<file path="config.mk">
export PLATFORM = sky130hd
export DESIGN_NAME = vwc_lane
export DESIGN_NICKNAME = d
export VERILOG_FILES = /design/src/hw/rtl/vwc_pkg.sv /design/src/hw/rtl/vwc_lane.sv
export SDC_FILE = /design/constraint.sdc
export NUM_CORES = 2
export LEC_CHECK = 0
export BUFFER_PORTS_ARGS = -buffer_cell sky130_fd_sc_hd__buf_2
export CAP_MARGIN = 20
export CORE_MARGIN = 8
export CORE_UTILIZATION = 40
export CTS_BUF_LIST = sky130_fd_sc_hd__clkbuf_16
export DETAILED_ROUTE_END_ITERATION = 8
export PLACE_DENSITY = 0.55
export SYNTH_ARGS = -nofsm -noshare
export SYNTH_HDL_FRONTEND = slang
export SYNTH_SLANG_ARGS = --single-unit
export TNS_END_PERCENT = 100
</file>
<file path="constraint.sdc">
create_clock -name clk -period 7.69 [get_ports clk]
set_input_delay 1.1535 -clock clk [delete_from_list [all_inputs] [get_ports clk]]
set_output_delay 1.1535 -clock clk [all_outputs]
set_load 0.02 [all_outputs]
</file>
<file path="src/hw/rtl/vwc_pkg.sv">
// Shared types and constants of the 3x3 valid-window convolution block.
package vwc_pkg;

    localparam int KSIZE     = 3;
    localparam int KTAPS     = KSIZE * KSIZE;
    localparam int NUM_CH    = 3;
    localparam int PIX_W     = 8;
    localparam int PPIX_W    = NUM_CH * PIX_W;
    localparam int COEF_W    = 16;
    localparam int PROD_W    = PIX_W + 1 + COEF_W;
    localparam int ROWSUM_W  = PROD_W + 2;
    localparam int SUM_W     = 28;
    localparam int CFG_W     = KSIZE * COEF_W;
    localparam int CFG_IDX_W = 3;
    localparam int FW_W      = 11;
    localparam int FH_W      = 12;
    localparam int ROW_W     = 12;

    localparam logic [FW_W-1:0] RESET_WIDTH  = 11'd640;
    localparam logic [FH_W-1:0] RESET_HEIGHT = 12'd480;

    // Output queue: also bounds the number of items in flight.
    localparam int FIFO_DEPTH = 8;
    localparam int PTR_W      = $clog2(FIFO_DEPTH);
    localparam int CNT_W      = PTR_W + 1;

    typedef enum logic [CFG_IDX_W-1:0] {
        CFG_COEF_TOP = 3'd0,
        CFG_COEF_MID = 3'd1,
        CFG_COEF_BOT = 3'd2,
        CFG_WIDTH    = 3'd3,
        CFG_HEIGHT   = 3'd4,
        CFG_MODE     = 3'd5
    } cfg_reg_t;

    typedef struct packed {
        logic [PIX_W-1:0] pixel_ch0;
        logic [PIX_W-1:0] pixel_ch1;
        logic [PIX_W-1:0] pixel_ch2;
    } pix_in_t;

    typedef struct packed {
        logic signed [SUM_W-1:0] sum_ch0;
        logic signed [SUM_W-1:0] sum_ch1;
        logic signed [SUM_W-1:0] sum_ch2;
        logic                    frame_end;
    } res_out_t;

    // Packed pixel: ch0 in the low byte.
    typedef logic [PPIX_W-1:0] ppix_t;
    typedef ppix_t [KTAPS-1:0] window_t;
    typedef logic [KTAPS-1:0][PIX_W-1:0] chan_win_t;
    typedef logic [KTAPS-1:0][COEF_W-1:0] kernel_t;
    typedef logic [NUM_CH-1:0][SUM_W-1:0] lane_sums_t;

    typedef struct packed {
        logic produce;
        logic last;
    } item_tag_t;

endpackage

</file>
<file path="src/hw/rtl/vwc_lane.sv">
// One channel lane: nine products, three row sums, one window sum.
module vwc_lane
    import vwc_pkg::*;
(
    input  logic                    clk,
    input  logic                    rst_n,
    input  logic                    in_valid,
    input  item_tag_t               in_tag,
    input  chan_win_t               pix,
    input  kernel_t                 kernel,
    output logic                    out_valid,
    output item_tag_t               out_tag,
    output logic signed [SUM_W-1:0] sum
);

    logic signed [PROD_W-1:0]   prod_reg [KTAPS];
    logic signed [PROD_W-1:0]   prod_next [KTAPS];
    logic signed [ROWSUM_W-1:0] row_reg [KSIZE];
    logic signed [ROWSUM_W-1:0] row_next [KSIZE];
    logic signed [SUM_W-1:0]    sum_reg;

    logic [2:0]  valid_pipe_reg;
    item_tag_t   tag_p_reg;
    item_tag_t   tag_r_reg;
    item_tag_t   tag_s_reg;

    always_comb
    begin
        for (int k = 0; k < KTAPS; k++)
        begin
            prod_next[k] = PROD_W'($signed({1'b0, pix[k]}) * $signed(kernel[k]));
        end
    end

    always_comb
    begin
        for (int r = 0; r < KSIZE; r++)
        begin
            row_next[r] = ROWSUM_W'(prod_reg[r*KSIZE])
                        + ROWSUM_W'(prod_reg[r*KSIZE+1])
                        + ROWSUM_W'(prod_reg[r*KSIZE+2]);
        end
    end

    always_ff @(posedge clk)
    begin
        prod_reg  <= prod_next;
        row_reg   <= row_next;
        sum_reg   <= SUM_W'(row_reg[0]) + SUM_W'(row_reg[1]) + SUM_W'(row_reg[2]);
        tag_p_reg <= in_tag;
        tag_r_reg <= tag_p_reg;
        tag_s_reg <= tag_r_reg;
    end

    always_ff @(posedge clk or negedge rst_n)
    begin
        if (!rst_n)
        begin
            valid_pipe_reg <= '0;
        end
        else
        begin
            valid_pipe_reg <= {valid_pipe_reg[1:0], in_valid};
        end
    end

    assign out_valid = valid_pipe_reg[2];
    assign out_tag   = tag_s_reg;
    assign sum       = sum_reg;

endmodule

</file>
-- Yosys cells after proc, flatten, opt, wreduce, memory -nomap -nowiden
Cells that the tools add are included.
- input port bits: 221
- register bits after elaboration: 343
- logic and storage cells: 37
- add/sub/neg operators: 8
- $mul: 9
- operators by type and width (operator ; count):
    9-bit by 16-bit multiplier with 25-bit output ; 9
    26-bit by 25-bit adder with 27-bit output ; 3
    25-bit by 25-bit adder with 26-bit output ; 3
    27-bit by 27-bit adder with 28-bit output ; 1
    28-bit by 27-bit adder with 28-bit output ; 1

-- Logic depth before layout (Yosys ltp)
- depth in word-level cells: 2
- depth in mapped cells: 21
- gate-level depth less buffers: 20

-- Worst setup path after synthesis
OpenSTA, ideal clock, no wires.
- kind: in2reg
- from: in pix[16] (netlist bit)
- to: reg prod_reg[173] (netlist bit)
- library setup time: 0.072 ns
- setup slack: 1.751 ns
- buffers on the path: 1
- required time: 7.618 ns
- arrival time: 5.867 ns
- stages on the path: 18
- path through: clkbuf_1 > nand2_1 > fa_1 > inv_1 > fa_1 > fa_1 > inv_1 > fa_1 > inv_1 > ha_1 > or3_1 > and4_1 > a211oi_2 > a21oi_2 > a311o_2 > a211o_1 > a21oi_2 > xnor2_1
- RTL lines (element ; line ; source):
    start, declared ; vwc_lane.sv:9 ; input chan_win_t pix,
    end signal, assigned ; vwc_lane.sv:47 ; prod_reg <= prod_next;
    end, declared ; vwc_lane.sv:16 ; logic signed [PROD_W-1:0] prod_reg [KTAPS];

==> impl_metrics.csv <==
group,metric,value,unit
status,status,"finished clean",
setup_path,cp_cell_sequence,"buf_2 > nand2_1 > fa_1 > inv_1 > fa_1 > fa_1 > inv_1 > fa_1 > inv_1 > ha_1 > a21o_1 > a221oi_2 > o21ai_1 > o41a_1 > a211oi_2 > o21bai_1 > a21oi_1 > o21ai_1 > xnor2_1",
layout,final_common_cell,"inv_1",
timing,hold_violations,0,
clock_network,cts.sinks,343,
route,top_layer_used,"met5",
min_path,whs_endpoint,"tag_r_reg[0]",
clock_network,clk_path_buf_depth,3,
global_routing,grt_pass1_vias,40751,
min_path,min_from,"tag_p_reg[0]",
timing,skew,0.0212,ns
clock_network,clk_latency,0.59,ns
clock_network,cts_setup_buffers,0,
route,drc,0,
setup_path,r2r_slack,3.88,ns
route,wl_per_cell,16.1,um
clock_network,cts_made_buffers,43,
global_routing,grt_max_degree,17,
route,wl_met2,60900,um
route,routed_wl,128000,um
setup_path,r2r_cells,13,
route,wl_met3,5010,um
floorplanning,die_h,385,um
logic_synthesis,synth_area,54600,um2
setup_path,r2r-end,"row_reg[23]",
route,route.layer.met1.wl,58800,um
logic_synthesis,synth.net_count,7714,
setup_path,end_kind,"flop",
min_path,hold_path_class,"reg -> reg",
logic_synthesis,synth_ff_type,"dfxtp_1",
floorplanning,start_util,40.3,%
setup_path,setup.worst_path.start,"pix[32]",
route,antenna_left,0,
timing,fin_tns_setup,0,ns
layout,mostFrequentLayoutCells,"inv_1 (1402), fa_1 (1024), and2_1 (630)",
setup_path,slowest_stage,"fa_1",
timing,grt_setup_unrepaired,"false",
logic_synthesis,synth_cells,5918,
global_routing,overflow,0,
floorplanning,die-area,148000,um2
route,avgViaCountPerCell,4.80,
layout,layout-drive-gt1-share,5.86,%
place,gp_congestion,0.824,
layout,finalNetCount,7925,
floorplanning,rows,135,
setup_path,criticalPathCategory,"in -> reg",
layout,area_delta_synth_final,8.71,%
clock_network,hold_buffers,0,
timing,slew_viol_final,0,
clock_network,cts_tree,"done",
clock_network,cts_max_level,2,
logic_synthesis,synth_cell_types,74,
setup_path,cp-start-kind,"primary input",
timing,hold_ws,0.319,ns
global_routing,grt_pass1_wl,212000,um
timing,worstMarginPinSlew,0.712,ns
floorplanning,die_w,385,um
clock_network,clk_pin_slew,0.07,ns
logic_synthesis,ys_async_sr_fraction,0.875,%
logic_synthesis,synth-seq-cells,343,
logic_synthesis,syn_area_per_cell,9.22,um2
setup_path,cp_slowest_stage_delay,0.56,ns
setup_path,critPathArrivalTime,6.19,ns
min_path,hold_depth,0,
place,portBuffers,251,
layout,largest_reg_flops,225,
setup_path,cp.required,8.16,ns
logic_synthesis,seq_area_frac_synth,12.6,%
floorplanning,pin_count,252,
route,dr.pass1.iters,5,
floorplanning,coreArea,135000,um2
timing,clock.fmax,175,MHz
global_routing,track_usage,17.7,%
route,num_vias,38221,
setup_path,cp_common_cell,"fa_1",
route,dr.first_iter.drc_count,1760,
clock_network,cts_resized,0,
timing,fin_crit_sh,74.3,%
place,place_hpwl,110000,um
run,maxCapViolations,0,
clock_network,cts-root-buf,"clkbuf_16",
global_routing,antenna_found_initial,19,
setup_path,worstPathMaxFanout,16,
timing,setup_viol,0,
timing,slew_headroom,52.2,%
setup_path,timing.rr.start,"prod_reg[1]",
logic_synthesis,synth_edf_count,0,
timing,period_needed,5.71,ns
logic_synthesis,ys_warn_count,0,
-- logic make-up after synthesis --
kind of cell	after synthesis	share of synthesized area, %
and+or+nand+nor	1599	14.8
buffers and inverters	1487	10.2
AOI/OAI and AO/OA	624	7.47
adders and majority gates	1575	50.2
DFF	343	12.6
xor gates and xnor gates	290	4.66
-- stage by stage --
step | instances | setup slack [ns] | cell area [um2] | util (%)
2_1_floorplan | 5918 | 1.75 | 54600 | -
3_3_place_gp | 7865 | 1.44 | 57700 | 42.6
3_5_place_dp | 7865 | 1.38 | 57700 | 42.6
4_1_cts | 7945 | 2.01 | 59300 | 43.8
5_1_grt | 7950 | 1.66 | 59300 | 43.8
6_report | 7956 | 1.98 | 59300 | 43.8
-- cell type report --
| type | instances | area, um2 |
|---|---|---|
| Tap cell | 1781 | 2230 |
| Clock buffer | 44 | 1100 |
| Fill cell | 13413 | 76200 |
| Inverter | 1402 | 5260 |
| Timing Repair Buffer | 251 | 1260 |
| Clock inverter | 36 | 457 |
| Antenna cell | 11 | 27.5 |
| Multi-Input combinational cell | 4088 | 42100 |
| Sequential cell | 343 | 6880 |
-- routing by layer --
metal,global-route usage [%],up-vias
met3,2.13,145
li1,-,18413
met1,24.4,19040
met4,4.34,2
met5,0,-
met2,29.5,621
-- how the worst max path moves through the flow --
stage	endpoint	slack [ns]	depth (start not counted)
after detailed placement	prod_reg[124]	1.38	19
after global placement	prod_reg[146]	1.44	18
after floorplan	prod_reg[173]	1.75	18
after CTS	prod_reg[146]	2.01	18
final	prod_reg[124]	1.98	19
after global routing	prod_reg[123]	1.66	19
-- synth_stat cells (4+ instances only) --
cell type	n	area share (%)
o311ai_0	5	0.080
a21oi_1	221	2.0
ha_1	551	13
a41oi_1	7	0.11
a221o_1	4	0.073
or3_1	9	0.10
a31o_2	6	0.096
o21bai_1	26	0.36
a21o_1	107	1.5
dfxtp_1	340	12
a2111oi_0	8	0.13
nand3b_1	4	0.055
a21boi_0	5	0.069
nand2_1	622	4.3
xor2_1	85	1.4
nand4_1	17	0.19
clkbuf_1	84	0.58
nand3_1	52	0.48
and3_1	20	0.23
xnor2_1	205	3.3
and2_1	630	7.2
nand2b_1	22	0.25
nor3_1	38	0.35
o31a_1	8	0.13
a31oi_1	22	0.25
fa_1	1024	38
nor2_1	116	0.80
a211o_1	9	0.14
o221ai_1	4	0.064
nor4_1	5	0.057
or2_2	11	0.13
o21ai_1	5	0.046
a41o_1	4	0.073
o22ai_1	4	0.046
a211oi_1	14	0.19
a311oi_1	6	0.096
nor2b_1	38	0.44
o21ai_0	84	0.77
o31ai_1	10	0.14
o211ai_1	7	0.096
o21a_1	23	0.32
inv_1	1402	9.6
-- worst max-delay path: cells and delay by family --
family	cells	cell delay [ns]
xor+xnor	1	0.14
compound gates	8	1.95
buf+inv	4	0.41
simple gates	1	0.13
fa+ha+maj	5	2.38
Power is not shown: default switching activity piles up to over one toggle a cycle in this logic, so the estimate is an artifact.
