<file path="src/hw/rtl/vwc_pkg.sv">
// Shared types and constants of the 3x3 valid-window convolution block.
package vwc_pkg;

    localparam int KSIZE     = 3;
    localparam int KTAPS     = KSIZE * KSIZE;
    localparam int NUM_CH    = 3;
    localparam int PIX_W     = 8;
    localparam int PPIX_W    = NUM_CH * PIX_W;
    localparam int COEF_W    = 16;
    localparam int PROD_W    = PIX_W + 1 + COEF_W;
    localparam int ROWSUM_W  = PROD_W + 2;
    localparam int SUM_W     = 28;
    localparam int CFG_W     = KSIZE * COEF_W;
    localparam int CFG_IDX_W = 3;
    localparam int FW_W      = 11;
    localparam int FH_W      = 12;
    localparam int ROW_W     = 12;

    localparam logic [FW_W-1:0] RESET_WIDTH  = 11'd640;
    localparam logic [FH_W-1:0] RESET_HEIGHT = 12'd480;

    // Output queue: also bounds the number of items in flight.
    localparam int FIFO_DEPTH = 8;
    localparam int PTR_W      = $clog2(FIFO_DEPTH);
    localparam int CNT_W      = PTR_W + 1;

    typedef enum logic [CFG_IDX_W-1:0] {
        CFG_COEF_TOP = 3'd0,
        CFG_COEF_MID = 3'd1,
        CFG_COEF_BOT = 3'd2,
        CFG_WIDTH    = 3'd3,
        CFG_HEIGHT   = 3'd4,
        CFG_MODE     = 3'd5
    } cfg_reg_t;

    typedef struct packed {
        logic [PIX_W-1:0] pixel_ch0;
        logic [PIX_W-1:0] pixel_ch1;
        logic [PIX_W-1:0] pixel_ch2;
    } pix_in_t;

    typedef struct packed {
        logic signed [SUM_W-1:0] sum_ch0;
        logic signed [SUM_W-1:0] sum_ch1;
        logic signed [SUM_W-1:0] sum_ch2;
        logic                    frame_end;
    } res_out_t;

    // Packed pixel: ch0 in the low byte.
    typedef logic [PPIX_W-1:0] ppix_t;
    typedef ppix_t [KTAPS-1:0] window_t;
    typedef logic [KTAPS-1:0][PIX_W-1:0] chan_win_t;
    typedef logic [KTAPS-1:0][COEF_W-1:0] kernel_t;
    typedef logic [NUM_CH-1:0][SUM_W-1:0] lane_sums_t;

    typedef struct packed {
        logic produce;
        logic last;
    } item_tag_t;

endpackage

</file>
<file path="src/hw/rtl/vwc_merge.sv">
// Merge the lane sums into result items, queue them and meter the input.
module vwc_merge
    import vwc_pkg::*;
(
    input  logic       clk,
    input  logic       rst_n,
    input  logic       in_accept,
    input  logic       lane_valid,
    input  item_tag_t  lane_tag,
    input  lane_sums_t lane_sums,
    output logic       in_stall,
    output logic       res_valid,
    input  logic       res_stall,
    output res_out_t   res
);

    res_out_t         fifo_reg [FIFO_DEPTH];
    res_out_t         merged;
    logic [PTR_W-1:0] wr_ptr_reg;
    logic [PTR_W-1:0] rd_ptr_reg;
    logic [CNT_W-1:0] fill_reg, fill_next;
    logic [CNT_W-1:0] pending_reg, pending_next;
    logic             push;
    logic             drop;
    logic             pop;

    assign merged.sum_ch0   = lane_sums[0];
    assign merged.sum_ch1   = lane_sums[1];
    assign merged.sum_ch2   = lane_sums[2];
    assign merged.frame_end = lane_tag.last;

    assign push = lane_valid && lane_tag.produce;
    assign drop = lane_valid && !lane_tag.produce;
    assign pop  = res_valid && !res_stall;

    // Pending counts every item from acceptance until its result leaves or is dropped.
    assign pending_next = pending_reg + CNT_W'(in_accept) - CNT_W'(drop) - CNT_W'(pop);
    assign fill_next    = fill_reg + CNT_W'(push) - CNT_W'(pop);

    always_ff @(posedge clk or negedge rst_n)
    begin
        if (!rst_n)
        begin
            wr_ptr_reg  <= '0;
            rd_ptr_reg  <= '0;
            fill_reg    <= '0;
            pending_reg <= '0;
        end
        else
        begin
            fill_reg    <= fill_next;
            pending_reg <= pending_next;
            if (push)
            begin
                wr_ptr_reg <= wr_ptr_reg + PTR_W'(1);
            end
            if (pop)
            begin
                rd_ptr_reg <= rd_ptr_reg + PTR_W'(1);
            end
        end
    end

    always_ff @(posedge clk)
    begin
        if (push)
        begin
            fifo_reg[wr_ptr_reg] <= merged;
        end
    end

    assign in_stall  = (pending_reg == CNT_W'(FIFO_DEPTH));
    assign res_valid = (fill_reg != '0);
    assign res       = fifo_reg[rd_ptr_reg];

endmodule

</file>
<file path="config.mk">
export PLATFORM = sky130hd
export DESIGN_NAME = vwc_merge
export DESIGN_NICKNAME = d
export VERILOG_FILES = /design/src/hw/rtl/vwc_pkg.sv /design/src/hw/rtl/vwc_merge.sv
export SDC_FILE = /design/constraint.sdc
export NUM_CORES = 1
export LEC_CHECK = 0
export BUFFER_PORTS_ARGS = -buffer_cell sky130_fd_sc_hd__buf_2
export CORE_ASPECT_RATIO = 1.4
export CORE_MARGIN = 5
export CORE_UTILIZATION = 53
export CTS_CLUSTER_DIAMETER = 30
export DETAILED_ROUTE_END_ITERATION = 12
export PLACE_DENSITY = 0.68
export SLEW_MARGIN = 20
export SYNTH_ARGS = -nofsm -noshare
export SYNTH_HDL_FRONTEND = slang
export SYNTH_SLANG_ARGS = --single-unit
</file>
<file path="constraint.sdc">
create_clock -name clk -period 10.4 [get_ports clk]
set_clock_uncertainty 0.1 [all_clocks]
set_input_delay 0.52 -clock clk [delete_from_list [all_inputs] [get_ports clk]]
set_output_delay 0.52 -clock clk [all_outputs]
set_load 0.02 [all_outputs]
</file>
; Word-level counts from Yosys, hierarchy flattened
; Memory sizes are Yosys's and may differ from the RTL's.
; Index checks and enable logic that the tools add are counted.
[totals]
word_cells = 21
out_inout_bits = 87
mem_bits_rw = 680
ff_bits = 14
input_bits = 91
mem_count = 1
[op_classes]
reduce_logical = 6
mux = 2
n_addsub = 7
eq_ne = 1
[memory_table]
columns = name, depth, word_bits, read_ports, rd_ports_with_merged_regs, wr, line_no
row1 = fifo_reg, 8, 85, 1, 0, 1, vwc_merge.sv:17  ; res_out_t fifo_reg [FIFO_DEPTH];
[op_table]
columns = cell, n
row1 = subtractor 4 x 1 -> 4 bit, 3
row2 = adder 4 x 1 -> 4 bit, 2
row3 = "adder 3 x 1 -> 3 bit, second input constant", 2
row4 = "== test 4 bit, second input constant", 1
row5 = nonzero test 4 bit, 1
row6 = logical AND 1 bit, 3
row7 = logical NOT 1 bit, 2
row8 = 2-to-1 mux 1 bit, 2

; Longest topological paths before layout
[logic_depth]
depth_word = 4
depth_mapped = 11

; Worst setup path after synthesis
; No wires, ideal clock.
[synth_path]
path_kind = in2reg
startpoint = in lane_valid
endpoint = mem fifo_reg[0][0] (netlist name), enable pin
setup_time_ps = 633
t_required_ps = 9667
path_stages = 3
t_arrival_ps = 6689
slack_ps = 2979
path_buffers = 0
path_cell_list = nand2_1 > or2_2 > nor3_1
[synth_between]
elab_chain_cells = 3
[synth_rtl]
columns = element, line_no
row1 = start: declaration, vwc_merge.sv:8  ; input logic lane_valid,
row2 = logical AND 1 bit, vwc_merge.sv:32  ; assign push = lane_valid && lane_tag.produce;
row3 = 2-to-1 mux 1 bit, vwc_merge.sv:66  ; if (push)
row4 = 2-to-1 mux 1 bit (not written as such), vwc_merge.sv:68  ; fifo_reg[wr_ptr_reg] <= merged;
row5 = end: declaration, vwc_merge.sv:17
; No other way between the ends.

==> impl_metrics.py <==
metrics = {
    "layout": {
        "drive_gt1_share_pct": 45.90,
        "area_growth_pct": 19.68,
        "utilization_pct": 64.04,
        "final_nets": 1420,
        "largest_register_ffs": 680,
    },
    "yosys": {
        "syn_area_per_cell_sq_um": 24.85,
        "synth-seq-cells": 694,
        "synth_area_sq_um": 26290,
        "synthCells": 1058,
        "ys_types": 23,
        "syn_nets": 1163,
        "ys_warn_count": 0,
        "synth-seq-area-share_pct": 79.01,
    },
    "global_routing": {
        "grt_max_degree": 65,
        "antenna_found_initial": 8,
        "grt_use_total_pct": 19.35,
        "grt_overflow": 0,
        "grt_pass1_vias": 12864,
        "grt_pass1_wl_um": 78140,
    },
    "critical_path": {
        "startpoint_type": "flop",
        "path_class": "flop to primary output",
        "arrival_ns": 4.44,
        "cp_max_fo": 47,
        "worstPathRequired_ns": 9.78,
        "crit_path_end_kind": "primary output",
    },
    "pwr": {
        "leakagePower_nw": 10.50,
        "ir_drop_mv": 0.3111,
        "pwr-share-comb_pct": 25.0,
        "p_switching_mw": 2.646,
        "p_int_mw": 6.540,
        "switching_share_pct": 28.81,
        "seqPwrFrac_pct": 37.7,
        "clkPwrFrac_pct": 37.3,
        "cellPowerDensity_nw_per_um2": 292.0,
    },
    "timing": {
        "rsz0062_at_grt": "false",
        "setup_violations": 0,
        "max_clock_freq_ghz": 0.1976,
        "relSlewSlack_pct": 35.45,
        "worst_pin_slew_ns": 0.9682,
        "hold_viol_final": 0,
        "finalCritPeriodShare_pct": 48.66,
        "post-route-min-period_ns": 5.061,
        "slew_viol_final": 0,
        "finalSetupTns_ns": 0,
    },
    "clock_network": {
        "clock_latency_ns": 0.62,
        "clock-root-buffer": "clkbuf_16",
        "htree_levels": 3,
        "cts_setup_buffers": 0,
        "clk_path_buf_depth": 3,
        "clock-sinks": 694,
        "cts_tree": "built",
        "clk_pin_slew_worst_paths_ns": 0.06,
        "cts_made_buffers": 102,
    },
    "die": {
        "die_h_um": 273.5,
        "io_pins": 178,
        "start_util_pct": 53.51,
        "dieWidth_um": 198.2,
        "num_rows": 96,
        "die-area_sq_um": 54210,
        "core_sq_um": 49130,
    },
    "drt": {
        "dr.pass1.iters": 4,
        "wl_per_cell_um": 24.90,
        "drt-total-wl_um": 50840,
        "vias_per_cell": 5.718,
        "drtAntennaViolNets": 0,
        "num_vias": 11677,
        "drc_errors": 0,
        "drt_iter0_drc": 754,
    },
    "flow_run": {
        "cap_viol_max_count": 0,
    },
    "status": {
        "run_status": "complete, no violations",
    },
    "place": {
        "portBuffers": 177,
        "place.gp.congestion": 0.7042,
        "dpl.hpwl_um": 27770,
    },
    "hold_path": {
        "hp-class": "primary input to flop",
    },
}
critical path, cell delays in order (launching register included):
cell and delay (ns):
dfrtp_4 1.01, buf_4 0.85, buf_4 0.79, mux4_2 0.60
mux2_2 0.27, buf_2 0.17
placed cells by master (no fill, tap or decap), drive strengths merged:
cell         Yosys  final
mux2            87     87
inv             15     39
clkinv           0     39
fa               3      3
a21o             1      1
nor3             2      2
nor2             7      7
nor3b            3      3
a21oi            1      1
xor2             3      3
clkinvlp         0      9
or2              1      1
buf             34    200
dfrtp           14     14
bufinv           0     12
nor2b            1      1
nand3            2      2
mux4           170    170
clkbuf          14    108
diode            0      2
dlygate4sd3      0      1
xnor2            3      3
nand2b           2      2
nand2            4      4
ha              11     11
edfxtp         680    680
routing by layer:
| layer | global-route usage, % | share of wire, % |
|---|---|---|
| met5 | 0 | 0.090 |
| met1 | 24.87 | 39 |
| met4 | 6.255 | 2.0 |
| met2 | 33.36 | 54 |
| met3 | 3.952 | 5.4 |
path summary, 6_finish.rpt:
kind | slack (ns) | startpoint | end | cells past startpoint
setup / recovery | 5.34 | rd_ptr_reg[0]$_DFFE_PN0P_ | res[37] | 5
hold / removal | 0.06 | lane_sums[64] | fifo_reg[4][9]$_DFFE_PP_ | 1
setup reg to reg | 7.21 | wr_ptr_reg[0]$_DFFE_PN0P_ | fifo_reg[4][31]$_DFFE_PP_ | 4
hold reg to reg | 0.42 | pending_reg[0]$_DFF_PN0_ | pending_reg[0]$_DFF_PN0_ | 1
max in group asynchronous | 9.69 | rst_n | rd_ptr_reg[2]$_DFFE_PN0P_ | 2
min in group asynchronous | 0.24 | rst_n | pending_reg[2]$_DFF_PN0_ | 2
logic make-up after synthesis:
| logic type | after synthesis | synth area share [%] |
|---|---|---|
| flops | 694 | 79.01 |
| buf+inv | 63 | 1.280 |
| xor+xnor | 6 | 0.2000 |
| fa+ha+maj | 14 | 0.7521 |
| compound gates | 2 | 0.04759 |
| simple gates | 22 | 0.4141 |
| mux | 257 | 18.29 |
what timing repair did:
item,CTS,global route
endpoints found under the setup margin,0,0
resized for setup,0,0
hold buffers,1,0
hold endpoints to repair,14,0
metrics by stage:
step	cells	hold WS, ns	area, sq um	setup slack [ns]	total power, mW
after CTS	2040	0.02213	31450	5.078	9.329
after global routing	2042	0.04833	31460	4.815	9.607
after global placement	1847	0.3388	27930	5.805	5.854
final	2042	0.06391	31460	5.339	9.186
after detailed placement	1847	0.3348	27930	5.766	5.887
after floorplan	1058	0.1244	26290	2.979	5.225
power by group through the flow:
| stage | registers, mW | clock network (mW) | logic, mW |
|---|---|---|---|
| floorplan | 3.39 | 0 | 1.84 |
| global placement | 3.52 | 0 | 2.33 |
| detailed placement | 3.53 | 0 | 2.36 |
| CTS | 3.48 | 3.49 | 2.37 |
| global route | 3.50 | 3.63 | 2.48 |
| finish | 3.47 | 3.42 | 2.30 |
final cells by class:
cell class | instances | area, sq um
sequential | 694 | 20780
fill | 3219 | 17670
multi-input combinational | 301 | 5235
clock buffer | 108 | 2618
timing repair buffer | 201 | 1069
clock inverter | 84 | 898.4
tap | 637 | 797.0
inverter | 15 | 56.30
antenna | 2 | 5.005
synthesized netlist by cell type:
master / count / area (sq um)
or2_2: 1 / 6.260
nor2b_1: 1 / 6.260
dfrtp_1: 14 / 350.3
buf_6: 10 / 112.6
nand2_1: 4 / 15.01
nor3_1: 2 / 10.01
buf_1: 4 / 15.01
buf_2: 20 / 100.1
nand2b_1: 2 / 12.51
inv_1: 15 / 56.30
xnor2_1: 3 / 26.28
nor2_1: 7 / 26.28
a21oi_1: 1 / 5.000
nand3_1: 2 / 10.01
clkbuf_1: 14 / 52.55
edfxtp_1: 680 / 20420
mux2_2: 87 / 979.7
xor2_1: 3 / 26.28
mux4_2: 170 / 3829
a21o_1: 1 / 7.510
nor3b_1: 3 / 22.52
ha_1: 11 / 137.6
fa_1: 3 / 60.06
(Power assumes the default switching activity.)
